===== config.mk =====
export PLATFORM = sky130hd
export DESIGN_NAME = vrst_scale
export DESIGN_NICKNAME = d
export VERILOG_FILES = /design/src/hw/rtl/vrst_pkg.sv /design/src/hw/rtl/vrst_scale.sv
export SDC_FILE = /design/constraint.sdc
export NUM_CORES = 2
export LEC_CHECK = 0
export BUFFER_PORTS_ARGS = -buffer_cell sky130_fd_sc_hd__buf_2
export CAP_MARGIN = 20
export CORE_UTILIZATION = 49
export CTS_CLUSTER_SIZE = 30
export DETAILED_ROUTE_END_ITERATION = 10
export GPL_ROUTABILITY_DRIVEN = 0
export GPL_TIMING_DRIVEN = 1
export HOLD_SLACK_MARGIN = 0.03
export PLACE_DENSITY = 0.67
export RECOVER_POWER = 25
export SLEW_MARGIN = 0
export SYNTH_ARGS = -nofsm -noshare
export SYNTH_HDL_FRONTEND = slang
export SYNTH_SLANG_ARGS = --single-unit

===== constraint.sdc =====
create_clock -name clk -period 13.3 [get_ports clk]
set_input_delay 2.66 -clock clk [delete_from_list [all_inputs] [get_ports clk]]
set_output_delay 2.66 -clock clk [all_outputs]
set_load 0.005 [all_outputs]

===== src/hw/rtl/vrst_pkg.sv =====
package vrst_pkg;

    // Number formats.
    localparam int COORD_W      = 16;   // signed Q8.8 coordinate
    localparam int TRIG_W       = 16;   // signed Q1.14 cosine and sine
    localparam int FACTOR_W     = 16;   // signed Q8.8 scale and offset
    localparam int COLOR_W      = 8;
    localparam int ROT_SHIFT    = 14;
    localparam int SCALE_SHIFT  = 8;
    localparam int PROD_W       = COORD_W + TRIG_W;
    localparam int SUM_W        = PROD_W + 2;

    // Rotation slots.
    localparam int MAX_ROTATIONS         = 3;
    localparam int NUM_ROTATIONS_DEFAULT = 3;
    localparam int AXIS_W                = 2;

    localparam logic [AXIS_W-1:0] AXIS_X    = 2'd0;
    localparam logic [AXIS_W-1:0] AXIS_Y    = 2'd1;
    localparam logic [AXIS_W-1:0] AXIS_Z    = 2'd2;
    localparam logic [AXIS_W-1:0] AXIS_SKIP = 2'd3;

    // Configuration port.
    localparam int CFG_INDEX_W = 3;
    localparam int CFG_DATA_W  = 48;
    localparam int AXES_W      = AXIS_W * MAX_ROTATIONS;
    localparam int ROT_CFG_W   = 2 * TRIG_W;
    localparam int XYZ_CFG_W   = 3 * FACTOR_W;

    localparam logic [CFG_INDEX_W-1:0] REG_AXES       = 3'd0;
    localparam logic [CFG_INDEX_W-1:0] REG_ROT_ONE    = 3'd1;
    localparam logic [CFG_INDEX_W-1:0] REG_ROT_TWO    = 3'd2;
    localparam logic [CFG_INDEX_W-1:0] REG_ROT_THREE  = 3'd3;
    localparam logic [CFG_INDEX_W-1:0] REG_SCALE      = 3'd4;
    localparam logic [CFG_INDEX_W-1:0] REG_OFFSET     = 3'd5;

    localparam logic [AXES_W-1:0]    AXES_RESET   = 6'h3F;
    localparam logic [ROT_CFG_W-1:0] ROT_RESET    = 32'h4000_0000;
    localparam logic [XYZ_CFG_W-1:0] SCALE_RESET  = 48'h0100_0100_0100;
    localparam logic [XYZ_CFG_W-1:0] OFFSET_RESET = 48'h0;

    // Rounding biases and clamp limits at the working sum width.
    localparam logic signed [SUM_W-1:0] ROT_BIAS   = SUM_W'(1) <<< (ROT_SHIFT - 1);
    localparam logic signed [SUM_W-1:0] SCALE_BIAS = SUM_W'(1) <<< (SCALE_SHIFT - 1);
    localparam logic signed [SUM_W-1:0] SUM_MAX =
        {{(SUM_W - COORD_W + 1){1'b0}}, {(COORD_W - 1){1'b1}}};
    localparam logic signed [SUM_W-1:0] SUM_MIN =
        {{(SUM_W - COORD_W + 1){1'b1}}, {(COORD_W - 1){1'b0}}};
    localparam logic [COORD_W-1:0] COORD_MAX = {1'b0, {(COORD_W - 1){1'b1}}};
    localparam logic [COORD_W-1:0] COORD_MIN = {1'b1, {(COORD_W - 1){1'b0}}};

    typedef struct packed {
        logic signed [COORD_W-1:0] pos_x;
        logic signed [COORD_W-1:0] pos_y;
        logic signed [COORD_W-1:0] pos_z;
        logic [COLOR_W-1:0]        color_red;
        logic [COLOR_W-1:0]        color_green;
        logic [COLOR_W-1:0]        color_blue;
    } vrst_in_t;

    typedef struct packed {
        logic signed [COORD_W-1:0] out_x;
        logic signed [COORD_W-1:0] out_y;
        logic signed [COORD_W-1:0] out_z;
        logic [COLOR_W-1:0]        out_red;
        logic [COLOR_W-1:0]        out_green;
        logic [COLOR_W-1:0]        out_blue;
        logic                      saturated;
    } vrst_out_t;

    // Vertex as it moves down the pipeline; pos[0] is x, pos[1] y, pos[2] z.
    typedef struct packed {
        logic [2:0][COORD_W-1:0] pos;
        logic [COLOR_W-1:0]      red;
        logic [COLOR_W-1:0]      green;
        logic [COLOR_W-1:0]      blue;
        logic                    sat;
    } vrst_work_t;

    // Returns {clipped, value}.
    function automatic logic [COORD_W:0] clamp_coord(input logic signed [SUM_W-1:0] v);
        logic [COORD_W:0] res;
        if (v > SUM_MAX)
            res = {1'b1, COORD_MAX};
        else if (v < SUM_MIN)
            res = {1'b1, COORD_MIN};
        else
            res = {1'b0, v[COORD_W-1:0]};
        return res;
    endfunction

endpackage


===== src/hw/rtl/vrst_scale.sv =====
module vrst_scale
    import vrst_pkg::*;
(
    input  logic                  clk,
    input  logic                  rst_n,
    input  logic                  en,
    input  logic [XYZ_CFG_W-1:0]  scale,
    input  logic [XYZ_CFG_W-1:0]  offset,
    input  logic                  vld_in,
    input  vrst_work_t            work_in,
    output logic                  vld_out,
    output vrst_out_t             data_out
);

    // Stage A: one product per axis.
    logic                          a_vld_reg;
    vrst_work_t                    a_work_reg;
    logic [2:0][PROD_W-1:0]        a_prod_reg;
    logic [2:0][PROD_W-1:0]        prod_next;

    always_comb
    begin
        for (int k = 0; k < 3; k++)
            prod_next[k] = $signed(work_in.pos[k]) * $signed(scale[FACTOR_W*k +: FACTOR_W]);
    end

    always_ff @(posedge clk or negedge rst_n)
    begin
        if (!rst_n)
            a_vld_reg <= 1'b0;
        else if (en)
            a_vld_reg <= vld_in;
    end

    always_ff @(posedge clk)
    begin
        if (en)
        begin
            a_work_reg <= work_in;
            a_prod_reg <= prod_next;
        end
    end

    // Stage B: round, add the offset and clamp.
    logic                          b_vld_reg;
    vrst_out_t                     b_out_reg;
    vrst_out_t                     b_out_next;
    logic [2:0][COORD_W:0]         clamp_val;
    logic signed [SUM_W-1:0]       sum_val;
    logic signed [SUM_W-1:0]       off_val;

    always_comb
    begin
        for (int k = 0; k < 3; k++)
        begin
            off_val = SUM_W'($signed(offset[FACTOR_W*k +: FACTOR_W]));
            sum_val = ((SUM_W'($signed(a_prod_reg[k])) + SCALE_BIAS) >>> SCALE_SHIFT) + off_val;
            clamp_val[k] = clamp_coord(sum_val);
        end
        b_out_next.out_x     = clamp_val[0][COORD_W-1:0];
        b_out_next.out_y     = clamp_val[1][COORD_W-1:0];
        b_out_next.out_z     = clamp_val[2][COORD_W-1:0];
        b_out_next.out_red   = a_work_reg.red;
        b_out_next.out_green = a_work_reg.green;
        b_out_next.out_blue  = a_work_reg.blue;
        b_out_next.saturated = a_work_reg.sat | clamp_val[0][COORD_W]
                               | clamp_val[1][COORD_W] | clamp_val[2][COORD_W];
    end

    always_ff @(posedge clk or negedge rst_n)
    begin
        if (!rst_n)
            b_vld_reg <= 1'b0;
        else if (en)
            b_vld_reg <= a_vld_reg;
    end

    always_ff @(posedge clk)
    begin
        if (en)
            b_out_reg <= b_out_next;
    end

    assign vld_out  = b_vld_reg;
    assign data_out = b_out_reg;

    // A clip in an earlier rotation is never dropped.
    a_sat_sticky: assert property (@(posedge clk) disable iff (!rst_n)
        en && vld_in && work_in.sat ##1 en |=> data_out.saturated)
        else $error("saturation flag from a rotation was lost");

endmodule


==> results.sh <==
export IMPL_grt_max_degree=105
export IMPL_grt_setup_unrepaired="no"
export IMPL_synthCells=4091
export IMPL_yosys_warnings=0
export IMPL_arrival_ns=9.11
export IMPL_via_per_inst=5.25
export IMPL_first_iter_violations=1672
export IMPL_worstPathRequired_ns=13.54
export IMPL_grt_pass1_wl_um=150000
export IMPL_skew_ns=0.0125
export IMPL_hold_start="a_work_reg[17]"
export IMPL_ctsHtreeMaxLevel=4
export IMPL_synth_top_family_by_area="adder cells"
export IMPL_final_nets=5518
export IMPL_tritoncts="built"
export IMPL_antenna_found_initial=11
export IMPL_cts_hold_buf=0
export IMPL_relSlewSlack=-2.90
export IMPL_drt_wl_total_um=90700
export IMPL_vias=27900
export IMPL_coreArea_um2=79100
export IMPL_yosysSeqAreaShare=0.133
export IMPL_async_reset_ff_frac=0.0114
export IMPL_violations="max-capacitance violations, max-slew violations"
export IMPL_hold_class="reg2reg"
export IMPL_start_util=0.497
export IMPL_dieWidth_um=285
export IMPL_clkTransAtPathRegs_ns=0.08
export IMPL_syn_num_nets=5366
export IMPL_finalHoldWorstSlack_ns=0.419
export IMPL_synthAdderAreaFrac=0.501
export IMPL_setup_worst_path_start_class="input pin"
export IMPL_status="finished with violations"
export IMPL_crit_chain="buf_2, nand2_1, inv_1, fa_1, fa_1, fa_1, fa_1, fa_1, inv_1, fa_1, inv_1, ha_1, a21o_1, a41o_1, nand2b_1, o221ai_1, a21boi_0, o41ai_1, o21bai_1, a21oi_1, xnor2_1"
export IMPL_max_stage_delay_ns=0.90
export IMPL_regToRegStartpoint="a_prod_reg[73]"
export IMPL_first_pass_iters=6
export IMPL_io_pins=247
export IMPL_fp_dieH_um=285
export IMPL_cpMostUsedCell="fa_1"
export IMPL_drt_drc_violations_left=0
export IMPL_setup_viol=0
export IMPL_post_cts_resized=0
export IMPL_clock_root_buffer="clkbuf_16"
export IMPL_cpMaxStageDelayCell="fa_1"
export IMPL_synth_compound_area_frac=0.0713
export IMPL_period_needed_ns=8.86
export IMPL_setup_tns_ns=0
export IMPL_antenna_left=0
export IMPL_port_buffer_count=246
export IMPL_largest_reg_flops=75
export IMPL_dp_hpwl_um=76000
export IMPL_max_clock_freq_mhz=113
export IMPL_synth_avg_cell_area_um2=9.61
export IMPL_avgRoutedWirePerCell_um=17.1
export IMPL_die_area_um2=81300
export IMPL_fin_crit_sh=0.667
export IMPL_synth_xor_area_share=0.0479
export IMPL_yosys_area_share_simple=0.148
export IMPL_numCtsBuffers=17
export IMPL_first_global_vias=29300
export IMPL_maxCapViolCount=1
export IMPL_setup_worst_path_start="work_in[40]"
export IMPL_synthMuxAreaShare=0.00185
export IMPL_gr_total_overflow=0
export IMPL_setup_worst_path_class="in2reg"
export IMPL_final_cell_mix="890 x inv_1, 786 x fa_1, 439 x nand2_1"
export IMPL_rows=103
export IMPL_track_usage=0.234
export IMPL_synth_flop_cell="edfxtp_1"
export IMPL_hold_violations=0
export IMPL_area_growth_pct=6.98
export IMPL_clk_latency_ns=0.50
export IMPL_clockBufferDepth=2
export IMPL_cp_max_fo=16
export IMPL_synth_edf_count=173
export IMPL_cts_sinks=175
export IMPL_crit_path_end_kind="flop"
export IMPL_post_cts_setup_buffers=0
export IMPL_final_common_cell="inv_1"
export IMPL_ys_ff_latch=175
export IMPL_worstMarginPinSlew_ns=5.86
export IMPL_synth_distinct_cells=71
export IMPL_syn_cell_area_um2=39300
export IMPL_final_layout_size_suffix_gt1_frac=0.0698
export IMPL_drv_slew=105
final timing paths:
check                                 end  slack [ns]  cells after the start
setup / recovery           a_prod_reg[30]        4.44                     21
hold / removal               data_out[17]        0.42                      0
setup reg to reg              data_out[0]        7.55                     19
hold reg to reg              data_out[17]        0.42                      0
max in group asynchronous       a_vld_reg       11.24                      1
min in group asynchronous         vld_out        1.94                      1
per-stage QoR:
stage | std cells | area, um^2 | setup slack, ns | util
2_1_floorplan | 4091 | 39300 | 4.40 | -
3_3_place_gp | 5273 | 41500 | 4.08 | 0.524
3_5_place_dp | 5274 | 41500 | 3.98 | 0.524
4_1_cts | 5306 | 42000 | 4.51 | 0.531
5_1_grt | 5310 | 42000 | 4.00 | 0.531
6_report | 5310 | 42000 | 4.44 | 0.531
final cells by class:
type                       instances  area (um^2)
multi-input combinational       2908        30300
fill                            7222        37100
sequential                       175         5250
clock inverter                    14          145
inverter                         891         3340
clock buffer                      18          439
antenna                            4         10.0
tap                             1050         1310
timing repair buffer             250         1250
per-layer routing:
metal / routed length, um / GRT usage / vias up
met4: 1420 / 0.0529 / 12
met2: 41900 / 0.374 / 785
li1: - / - / 12900
met5: 67 / 0 / -
met3: 6780 / 0.0511 / 110
met1: 40500 / 0.325 / 14000
worst max-delay path, delay by kind of cell:
| family | cells | cell delay [ns] |
|---|---|---|
| AO/OA/AOI/OAI | 7 | 1.74 |
| buffers and inverters | 4 | 0.49 |
| AND/OR/NAND/NOR | 2 | 0.31 |
| adder cells (fa/ha/maj) | 7 | 3.81 |
| XOR/XNOR | 1 | 0.08 |
cell families after synthesis:
family                   count (synthesis)
XOR/XNOR                               215
flip-flops                             175
AO/OA/AOI/OAI                          416
AND/OR/NAND/NOR                       1168
multiplexers                             7
adder cells (fa/ha/maj)               1102
buffers and inverters                 1008
Yosys cell counts, drive strengths merged, types with 4 or more instances:
| library cell | n | area (um^2) |
|---|---|---|
| nand2 | 439 | 1650 |
| nand4 | 20 | 125 |
| mux2i | 5 | 50.1 |
| nor3 | 33 | 165 |
| nand3 | 48 | 240 |
| nand2b | 27 | 169 |
| o31ai | 5 | 37.5 |
| o21a | 27 | 203 |
| and4 | 8 | 70.1 |
| o41ai | 6 | 67.6 |
| or2 | 4 | 25.0 |
| edfxtp | 173 | 5190 |
| or3 | 7 | 43.8 |
| a41o | 8 | 80.1 |
| clkbuf | 116 | 435 |
| nor2b | 23 | 151 |
| o22ai | 5 | 31.3 |
| a211o | 6 | 52.6 |
| nor4 | 11 | 75.1 |
| xor2 | 63 | 552 |
| ha | 316 | 3950 |
| a21boi | 6 | 45.0 |
| fa | 786 | 15700 |
| o21bai | 17 | 139 |
| o211ai | 13 | 97.6 |
| a31o | 7 | 61.3 |
| o21ai | 61 | 305 |
| a31oi | 17 | 106 |
| and3 | 18 | 113 |
| and2 | 376 | 2350 |
| nor2 | 141 | 529 |
| xnor2 | 152 | 1330 |
| a21o | 94 | 706 |
| a211oi | 11 | 82.6 |
| a21oi | 108 | 541 |
| inv | 891 | 3340 |
Power is not shown: default switching activity piles up to over one toggle a cycle in this logic, so the estimate is an artifact.
