--- config.mk ---
export PLATFORM = sky130hd
export DESIGN_NAME = vrst_rotate
export DESIGN_NICKNAME = d
export VERILOG_FILES = /design/src/hw/rtl/vrst_pkg.sv /design/src/hw/rtl/vrst_rotate.sv
export SDC_FILE = /design/constraint.sdc
export NUM_CORES = 2
export LEC_CHECK = 0
export ABC_AREA = 1
export BUFFER_PORTS_ARGS = -buffer_cell sky130_fd_sc_hd__buf_2
export CORE_MARGIN = 8
export CORE_UTILIZATION = 51
export DETAILED_ROUTE_END_ITERATION = 7
export GPL_TIMING_DRIVEN = 1
export PLACE_DENSITY = 0.76
export SYNTH_ARGS = -nofsm -noshare
export SYNTH_HDL_FRONTEND = slang
export SYNTH_SLANG_ARGS = --single-unit
--- constraint.sdc ---
create_clock -name clk -period 2.6 [get_ports clk]
set_input_delay 0.13 -clock clk [delete_from_list [all_inputs] [get_ports clk]]
set_output_delay 0.13 -clock clk [all_outputs]
set_load 0.01 [all_outputs]
--- src/hw/rtl/vrst_pkg.sv ---
package vrst_pkg;

    // Number formats.
    localparam int COORD_W      = 16;   // signed Q8.8 coordinate
    localparam int TRIG_W       = 16;   // signed Q1.14 cosine and sine
    localparam int FACTOR_W     = 16;   // signed Q8.8 scale and offset
    localparam int COLOR_W      = 8;
    localparam int ROT_SHIFT    = 14;
    localparam int SCALE_SHIFT  = 8;
    localparam int PROD_W       = COORD_W + TRIG_W;
    localparam int SUM_W        = PROD_W + 2;

    // Rotation slots.
    localparam int MAX_ROTATIONS         = 3;
    localparam int NUM_ROTATIONS_DEFAULT = 3;
    localparam int AXIS_W                = 2;

    localparam logic [AXIS_W-1:0] AXIS_X    = 2'd0;
    localparam logic [AXIS_W-1:0] AXIS_Y    = 2'd1;
    localparam logic [AXIS_W-1:0] AXIS_Z    = 2'd2;
    localparam logic [AXIS_W-1:0] AXIS_SKIP = 2'd3;

    // Configuration port.
    localparam int CFG_INDEX_W = 3;
    localparam int CFG_DATA_W  = 48;
    localparam int AXES_W      = AXIS_W * MAX_ROTATIONS;
    localparam int ROT_CFG_W   = 2 * TRIG_W;
    localparam int XYZ_CFG_W   = 3 * FACTOR_W;

    localparam logic [CFG_INDEX_W-1:0] REG_AXES       = 3'd0;
    localparam logic [CFG_INDEX_W-1:0] REG_ROT_ONE    = 3'd1;
    localparam logic [CFG_INDEX_W-1:0] REG_ROT_TWO    = 3'd2;
    localparam logic [CFG_INDEX_W-1:0] REG_ROT_THREE  = 3'd3;
    localparam logic [CFG_INDEX_W-1:0] REG_SCALE      = 3'd4;
    localparam logic [CFG_INDEX_W-1:0] REG_OFFSET     = 3'd5;

    localparam logic [AXES_W-1:0]    AXES_RESET   = 6'h3F;
    localparam logic [ROT_CFG_W-1:0] ROT_RESET    = 32'h4000_0000;
    localparam logic [XYZ_CFG_W-1:0] SCALE_RESET  = 48'h0100_0100_0100;
    localparam logic [XYZ_CFG_W-1:0] OFFSET_RESET = 48'h0;

    // Rounding biases and clamp limits at the working sum width.
    localparam logic signed [SUM_W-1:0] ROT_BIAS   = SUM_W'(1) <<< (ROT_SHIFT - 1);
    localparam logic signed [SUM_W-1:0] SCALE_BIAS = SUM_W'(1) <<< (SCALE_SHIFT - 1);
    localparam logic signed [SUM_W-1:0] SUM_MAX =
        {{(SUM_W - COORD_W + 1){1'b0}}, {(COORD_W - 1){1'b1}}};
    localparam logic signed [SUM_W-1:0] SUM_MIN =
        {{(SUM_W - COORD_W + 1){1'b1}}, {(COORD_W - 1){1'b0}}};
    localparam logic [COORD_W-1:0] COORD_MAX = {1'b0, {(COORD_W - 1){1'b1}}};
    localparam logic [COORD_W-1:0] COORD_MIN = {1'b1, {(COORD_W - 1){1'b0}}};

    typedef struct packed {
        logic signed [COORD_W-1:0] pos_x;
        logic signed [COORD_W-1:0] pos_y;
        logic signed [COORD_W-1:0] pos_z;
        logic [COLOR_W-1:0]        color_red;
        logic [COLOR_W-1:0]        color_green;
        logic [COLOR_W-1:0]        color_blue;
    } vrst_in_t;

    typedef struct packed {
        logic signed [COORD_W-1:0] out_x;
        logic signed [COORD_W-1:0] out_y;
        logic signed [COORD_W-1:0] out_z;
        logic [COLOR_W-1:0]        out_red;
        logic [COLOR_W-1:0]        out_green;
        logic [COLOR_W-1:0]        out_blue;
        logic                      saturated;
    } vrst_out_t;

    // Vertex as it moves down the pipeline; pos[0] is x, pos[1] y, pos[2] z.
    typedef struct packed {
        logic [2:0][COORD_W-1:0] pos;
        logic [COLOR_W-1:0]      red;
        logic [COLOR_W-1:0]      green;
        logic [COLOR_W-1:0]      blue;
        logic                    sat;
    } vrst_work_t;

    // Returns {clipped, value}.
    function automatic logic [COORD_W:0] clamp_coord(input logic signed [SUM_W-1:0] v);
        logic [COORD_W:0] res;
        if (v > SUM_MAX)
            res = {1'b1, COORD_MAX};
        else if (v < SUM_MIN)
            res = {1'b1, COORD_MIN};
        else
            res = {1'b0, v[COORD_W-1:0]};
        return res;
    endfunction

endpackage

--- src/hw/rtl/vrst_rotate.sv ---
module vrst_rotate
    import vrst_pkg::*;
(
    input  logic                  clk,
    input  logic                  rst_n,
    input  logic                  en,
    input  logic [AXIS_W-1:0]     axis,
    input  logic [ROT_CFG_W-1:0]  cos_sin,
    input  logic                  vld_in,
    input  vrst_work_t            work_in,
    output logic                  vld_out,
    output vrst_work_t            work_out
);

    // Stage A: pick the plane and form the four products.
    logic                       a_vld_reg;
    vrst_work_t                 a_work_reg;
    logic                       a_skip_reg;
    logic [1:0]                 a_ip_reg;
    logic [1:0]                 a_iq_reg;
    logic signed [PROD_W-1:0]   a_pc_reg;
    logic signed [PROD_W-1:0]   a_qs_reg;
    logic signed [PROD_W-1:0]   a_ps_reg;
    logic signed [PROD_W-1:0]   a_qc_reg;

    logic                       skip_next;
    logic [1:0]                 ip_next;
    logic [1:0]                 iq_next;
    logic signed [COORD_W-1:0]  p_val;
    logic signed [COORD_W-1:0]  q_val;
    logic signed [TRIG_W-1:0]   cs_val;
    logic signed [TRIG_W-1:0]   sn_val;

    always_comb
    begin
        skip_next = 1'b0;
        ip_next   = 2'd1;
        iq_next   = 2'd2;
        case (axis)
            AXIS_X:
            begin
                ip_next = 2'd1;
                iq_next = 2'd2;
            end
            AXIS_Y:
            begin
                ip_next = 2'd2;
                iq_next = 2'd0;
            end
            AXIS_Z:
            begin
                ip_next = 2'd0;
                iq_next = 2'd1;
            end
            default:
            begin
                skip_next = 1'b1;
            end
        endcase
    end

    assign p_val  = $signed(work_in.pos[ip_next]);
    assign q_val  = $signed(work_in.pos[iq_next]);
    assign cs_val = $signed(cos_sin[ROT_CFG_W-1:TRIG_W]);
    assign sn_val = $signed(cos_sin[TRIG_W-1:0]);

    always_ff @(posedge clk or negedge rst_n)
    begin
        if (!rst_n)
            a_vld_reg <= 1'b0;
        else if (en)
            a_vld_reg <= vld_in;
    end

    always_ff @(posedge clk)
    begin
        if (en)
        begin
            a_work_reg <= work_in;
            a_skip_reg <= skip_next;
            a_ip_reg   <= ip_next;
            a_iq_reg   <= iq_next;
            a_pc_reg   <= p_val * cs_val;
            a_qs_reg   <= q_val * sn_val;
            a_ps_reg   <= p_val * sn_val;
            a_qc_reg   <= q_val * cs_val;
        end
    end

    // Stage B: add, round half up, clamp and write the pair back.
    logic                       b_vld_reg;
    vrst_work_t                 b_work_reg;
    vrst_work_t                 b_work_next;
    logic signed [SUM_W-1:0]    np_sum;
    logic signed [SUM_W-1:0]    nq_sum;
    logic [COORD_W:0]           np_clamp;
    logic [COORD_W:0]           nq_clamp;

    always_comb
    begin
        np_sum = (SUM_W'(a_pc_reg) - SUM_W'(a_qs_reg) + ROT_BIAS) >>> ROT_SHIFT;
        nq_sum = (SUM_W'(a_ps_reg) + SUM_W'(a_qc_reg) + ROT_BIAS) >>> ROT_SHIFT;
        np_clamp = clamp_coord(np_sum);
        nq_clamp = clamp_coord(nq_sum);
        b_work_next = a_work_reg;
        if (!a_skip_reg)
        begin
            b_work_next.pos[a_ip_reg] = np_clamp[COORD_W-1:0];
            b_work_next.pos[a_iq_reg] = nq_clamp[COORD_W-1:0];
            b_work_next.sat = a_work_reg.sat | np_clamp[COORD_W] | nq_clamp[COORD_W];
        end
    end

    always_ff @(posedge clk or negedge rst_n)
    begin
        if (!rst_n)
            b_vld_reg <= 1'b0;
        else if (en)
            b_vld_reg <= a_vld_reg;
    end

    always_ff @(posedge clk)
    begin
        if (en)
            b_work_reg <= b_work_next;
    end

    assign vld_out  = b_vld_reg;
    assign work_out = b_work_reg;

    // A vertex that enters while the pipeline moves passes through stage A and stage B and leaves valid.
    a_valid_flow: assert property (@(posedge clk) disable iff (!rst_n)
        en && vld_in ##1 en |=> vld_out)
        else $error("rotation stage lost a vertex");

    // A skipped slot leaves the position untouched.
    a_skip_keeps: assert property (@(posedge clk) disable iff (!rst_n)
        en && vld_in && axis == AXIS_SKIP ##1 en |=> work_out.pos == $past(work_in.pos, 2))
        else $error("skipped rotation changed the position");

    // Colour rides along unchanged.
    a_color_kept: assert property (@(posedge clk) disable iff (!rst_n)
        en && vld_in ##1 en |=>
        work_out.red == $past(work_in.red, 2) && work_out.green == $past(work_in.green, 2)
        && work_out.blue == $past(work_in.blue, 2))
        else $error("rotation stage altered the colour");

endmodule

==> results.sh <==
export IMPL_status="finished with violations"
export IMPL_violations="negative setup slack"
export IMPL_cts_made_buffers=35
export IMPL_insertion_delay_ps=600
export IMPL_cpPeakStageDelay_ps=630
export IMPL_drtIter0Drc=4318
export IMPL_area_growth_pct=30.79
export IMPL_final_hold_viol_count=0
export IMPL_hold_start="axis[1]"
export IMPL_tns_ps=-337390
export IMPL_viasPerCell=5.379
export IMPL_yosys_area_top_type="fa_1"
export IMPL_fin_util_pct=67.14
export IMPL_synth_top_area_share_pct=38.29
export IMPL_worst_path_max_delay_cell="fa_2"
export IMPL_setup_viol=164
export IMPL_grt_pass1_wl_um=285400
export IMPL_holdPathEnd="a_skip_reg"
export IMPL_root_buffer="clkbuf_16"
export IMPL_r2r_slack_ps=-900
export IMPL_cts_buffer_depth=3
export IMPL_reg2reg_depth=18
export IMPL_max_slew_margin_pct=49.93
export IMPL_synth_area_leaders="fa_1 38%, edfxtp_1 15%, inv_1 11%, ha_1 10%, nand2_1 8.3%"
export IMPL_rsz0062_at_grt="yes"
export IMPL_fin_worst_skew_ps=37.62
export IMPL_drc=0
export IMPL_ys_warnings_count=0
export IMPL_cp_required_ps=2900
export IMPL_ys_flop_type="edfxtp_1"
export IMPL_place_area_mm2=0.06625
export IMPL_grt_usage_pct=31.64
export IMPL_drtPass1Iterations=7
export IMPL_final_area_mm2=0.07167
export IMPL_syn_area_mm2=0.05480
export IMPL_coreArea_mm2=0.1068
export IMPL_wl_per_cell_um=21.07
export IMPL_final_nets=9188
export IMPL_die_y_um=343.8
export IMPL_tightest_slew_ps=750.2
export IMPL_r2r_end="work_out[27]"
export IMPL_antenna_found_initial=9
export IMPL_initial_utilization_pct=51.33
export IMPL_clkTransAtPathRegs_ps=60
export IMPL_syn_area_per_cell_um2=8.562
export IMPL_grt_max_degree=97
export IMPL_overflow=0
export IMPL_ant_nets=0
export IMPL_setup_slack_ps=-3275
export IMPL_worstSetupPathType="in2reg"
export IMPL_startpoint_type="input pin"
export IMPL_cts_sinks=280
export IMPL_hold_path_class="in2reg"
export IMPL_critPathCaptureType="flip-flop"
export IMPL_cts_tree="built"
export IMPL_crit_fanout=14
export IMPL_synth_most_common_cell="inv_1"
export IMPL_ioPinCount=185
export IMPL_ys_seq_elements=280
export IMPL_cts_htree_levels=2
export IMPL_die_x_um=343.8
export IMPL_asyncSetResetFlopFracSynth_pct=0.7143
export IMPL_fp_row_count=120
export IMPL_syn_inst=6400
export IMPL_numPortBuffers=184
export IMPL_grt_pass1_vias=51072
export IMPL_r2r_start="a_ps_reg[23]"
export IMPL_syn_nets=8015
export IMPL_globalplace_congestion=1.032
export IMPL_fmax_ghz=0.1702
export IMPL_synth_edf_count=278
export IMPL_worstPathArrival_ps=6180
export IMPL_finalCritPeriodShare_pct=225.9
export IMPL_drv_cap=0
export IMPL_maxSlewViolCount=0
export IMPL_drive_gt1_share_pct=26.32
export IMPL_crit_buf_inv=7
export IMPL_finalCriticalPeriod_ps=5875
export IMPL_synth_commonest_cells="1,544 x inv_1, 1,206 x nand2_1, 1,048 x fa_1, 762 x nor2_1, 456 x ha_1"
export IMPL_die_area_mm2=0.1182
export IMPL_vias=48458
export IMPL_place_hpwl_um=155000
export IMPL_critPathTopFamily="adder cells"
export IMPL_hold_depth=3
export IMPL_cpMostUsedCell="fa_1"
export IMPL_routed_wl_um=189800
export IMPL_yosysSeqAreaShare_pct=15.33
export IMPL_synth_cell_type_count=50
export IMPL_critPathLaunch="axis[1]"
cell type report:
| cell class | instances | area, um^2 |
|---|---|---|
| antenna | 6 | 15.01 |
| clock buffer | 36 | 879.6 |
| clock inverter | 28 | 337.8 |
| fill | 8172 | 35080 |
| inverter | 1567 | 6023 |
| multi-input combinational | 4342 | 42710 |
| sequential | 280 | 8398 |
| tap | 1403 | 1755 |
| timing repair buffer | 1347 | 11560 |
metrics by stage:
step                setup slack, ps  hold slack [ps]  cells
CTS                           -3182            6.813   8963
finish                        -3275            41.59   9009
detailed placement            -4225           -81.50   8779
global placement              -4256           -85.45   8779
global route                  -3426            45.65   9006
floorplan                     -3340           -165.6   6400
per-layer routing:
layer  wire (um)  share of wire, %  GRT usage [%]
met1       70180                37          39.40
met2       85590                45          50.40
met3       19350                10          6.916
met4       14660               7.7          19.22
met5          35             0.018         0.5828
kinds of logic (layout without fill, tap and decap cells):
| group | Yosys count | in the layout | share of synthesized area (%) |
|---|---|---|---|
| and+or+nand+nor | 2219 | 2219 | 16.20 |
| buffers and inverters | 1778 | 2978 | 12.33 |
| adders and majority gates | 1504 | 1504 | 48.70 |
| AOI/OAI and AO/OA | 441 | 441 | 4.608 |
| DFF | 280 | 280 | 15.33 |
| xor gates and xnor gates | 178 | 178 | 2.845 |
| other | 0 | 6 | 0 |
worst min-delay path, cell delays in order:
cell	delay, ps
buf_4	120
buf_4	110
ha_1	140
how the worst max path moves through the flow:
| stage | end | cells past startpoint |
|---|---|---|
| 6_report | a_pc_reg[28] | 26 |
| 4_1_cts | a_pc_reg[29] | 29 |
| 5_1_grt | a_pc_reg[29] | 29 |
| 3_5_place_dp | a_ps_reg[30] | 28 |
| 2_1_floorplan | a_pc_reg[29] | 27 |
| 3_3_place_gp | a_ps_reg[30] | 28 |
layout by cell type, fill, tap and decap left out, types with 48 or more instances in the layout:
| cell | n |
|---|---|
| a21oi_1 | 118 |
| a21oi_2 | 70 |
| buf_12 | 102 |
| buf_2 | 181 |
| buf_4 | 911 |
| buf_6 | 48 |
| dlygate4sd3_1 | 79 |
| edfxtp_1 | 278 |
| fa_1 | 995 |
| fa_2 | 53 |
| ha_1 | 367 |
| ha_4 | 79 |
| inv_1 | 1459 |
| inv_2 | 68 |
| nand2_1 | 1121 |
| nand2_2 | 101 |
| nand3_1 | 121 |
| nor2_1 | 683 |
| nor2_2 | 68 |
| o21ai_0 | 59 |
| xnor2_1 | 74 |
| xor2_1 | 90 |
what timing repair did:
item | in CTS | in global routing
pin swaps | 103 | 148
gates cloned | 2 | 3
resized for setup | 347 | 316
hold endpoints to repair | 95 | 0
setup endpoints to repair | 165 | 165
buffers inserted | 39 | 38
hold buffers | 79 | 0
Power is left out: the tool's default activity adds up to more than one toggle a clock period on the data nets, which glitch-free logic cannot reach.
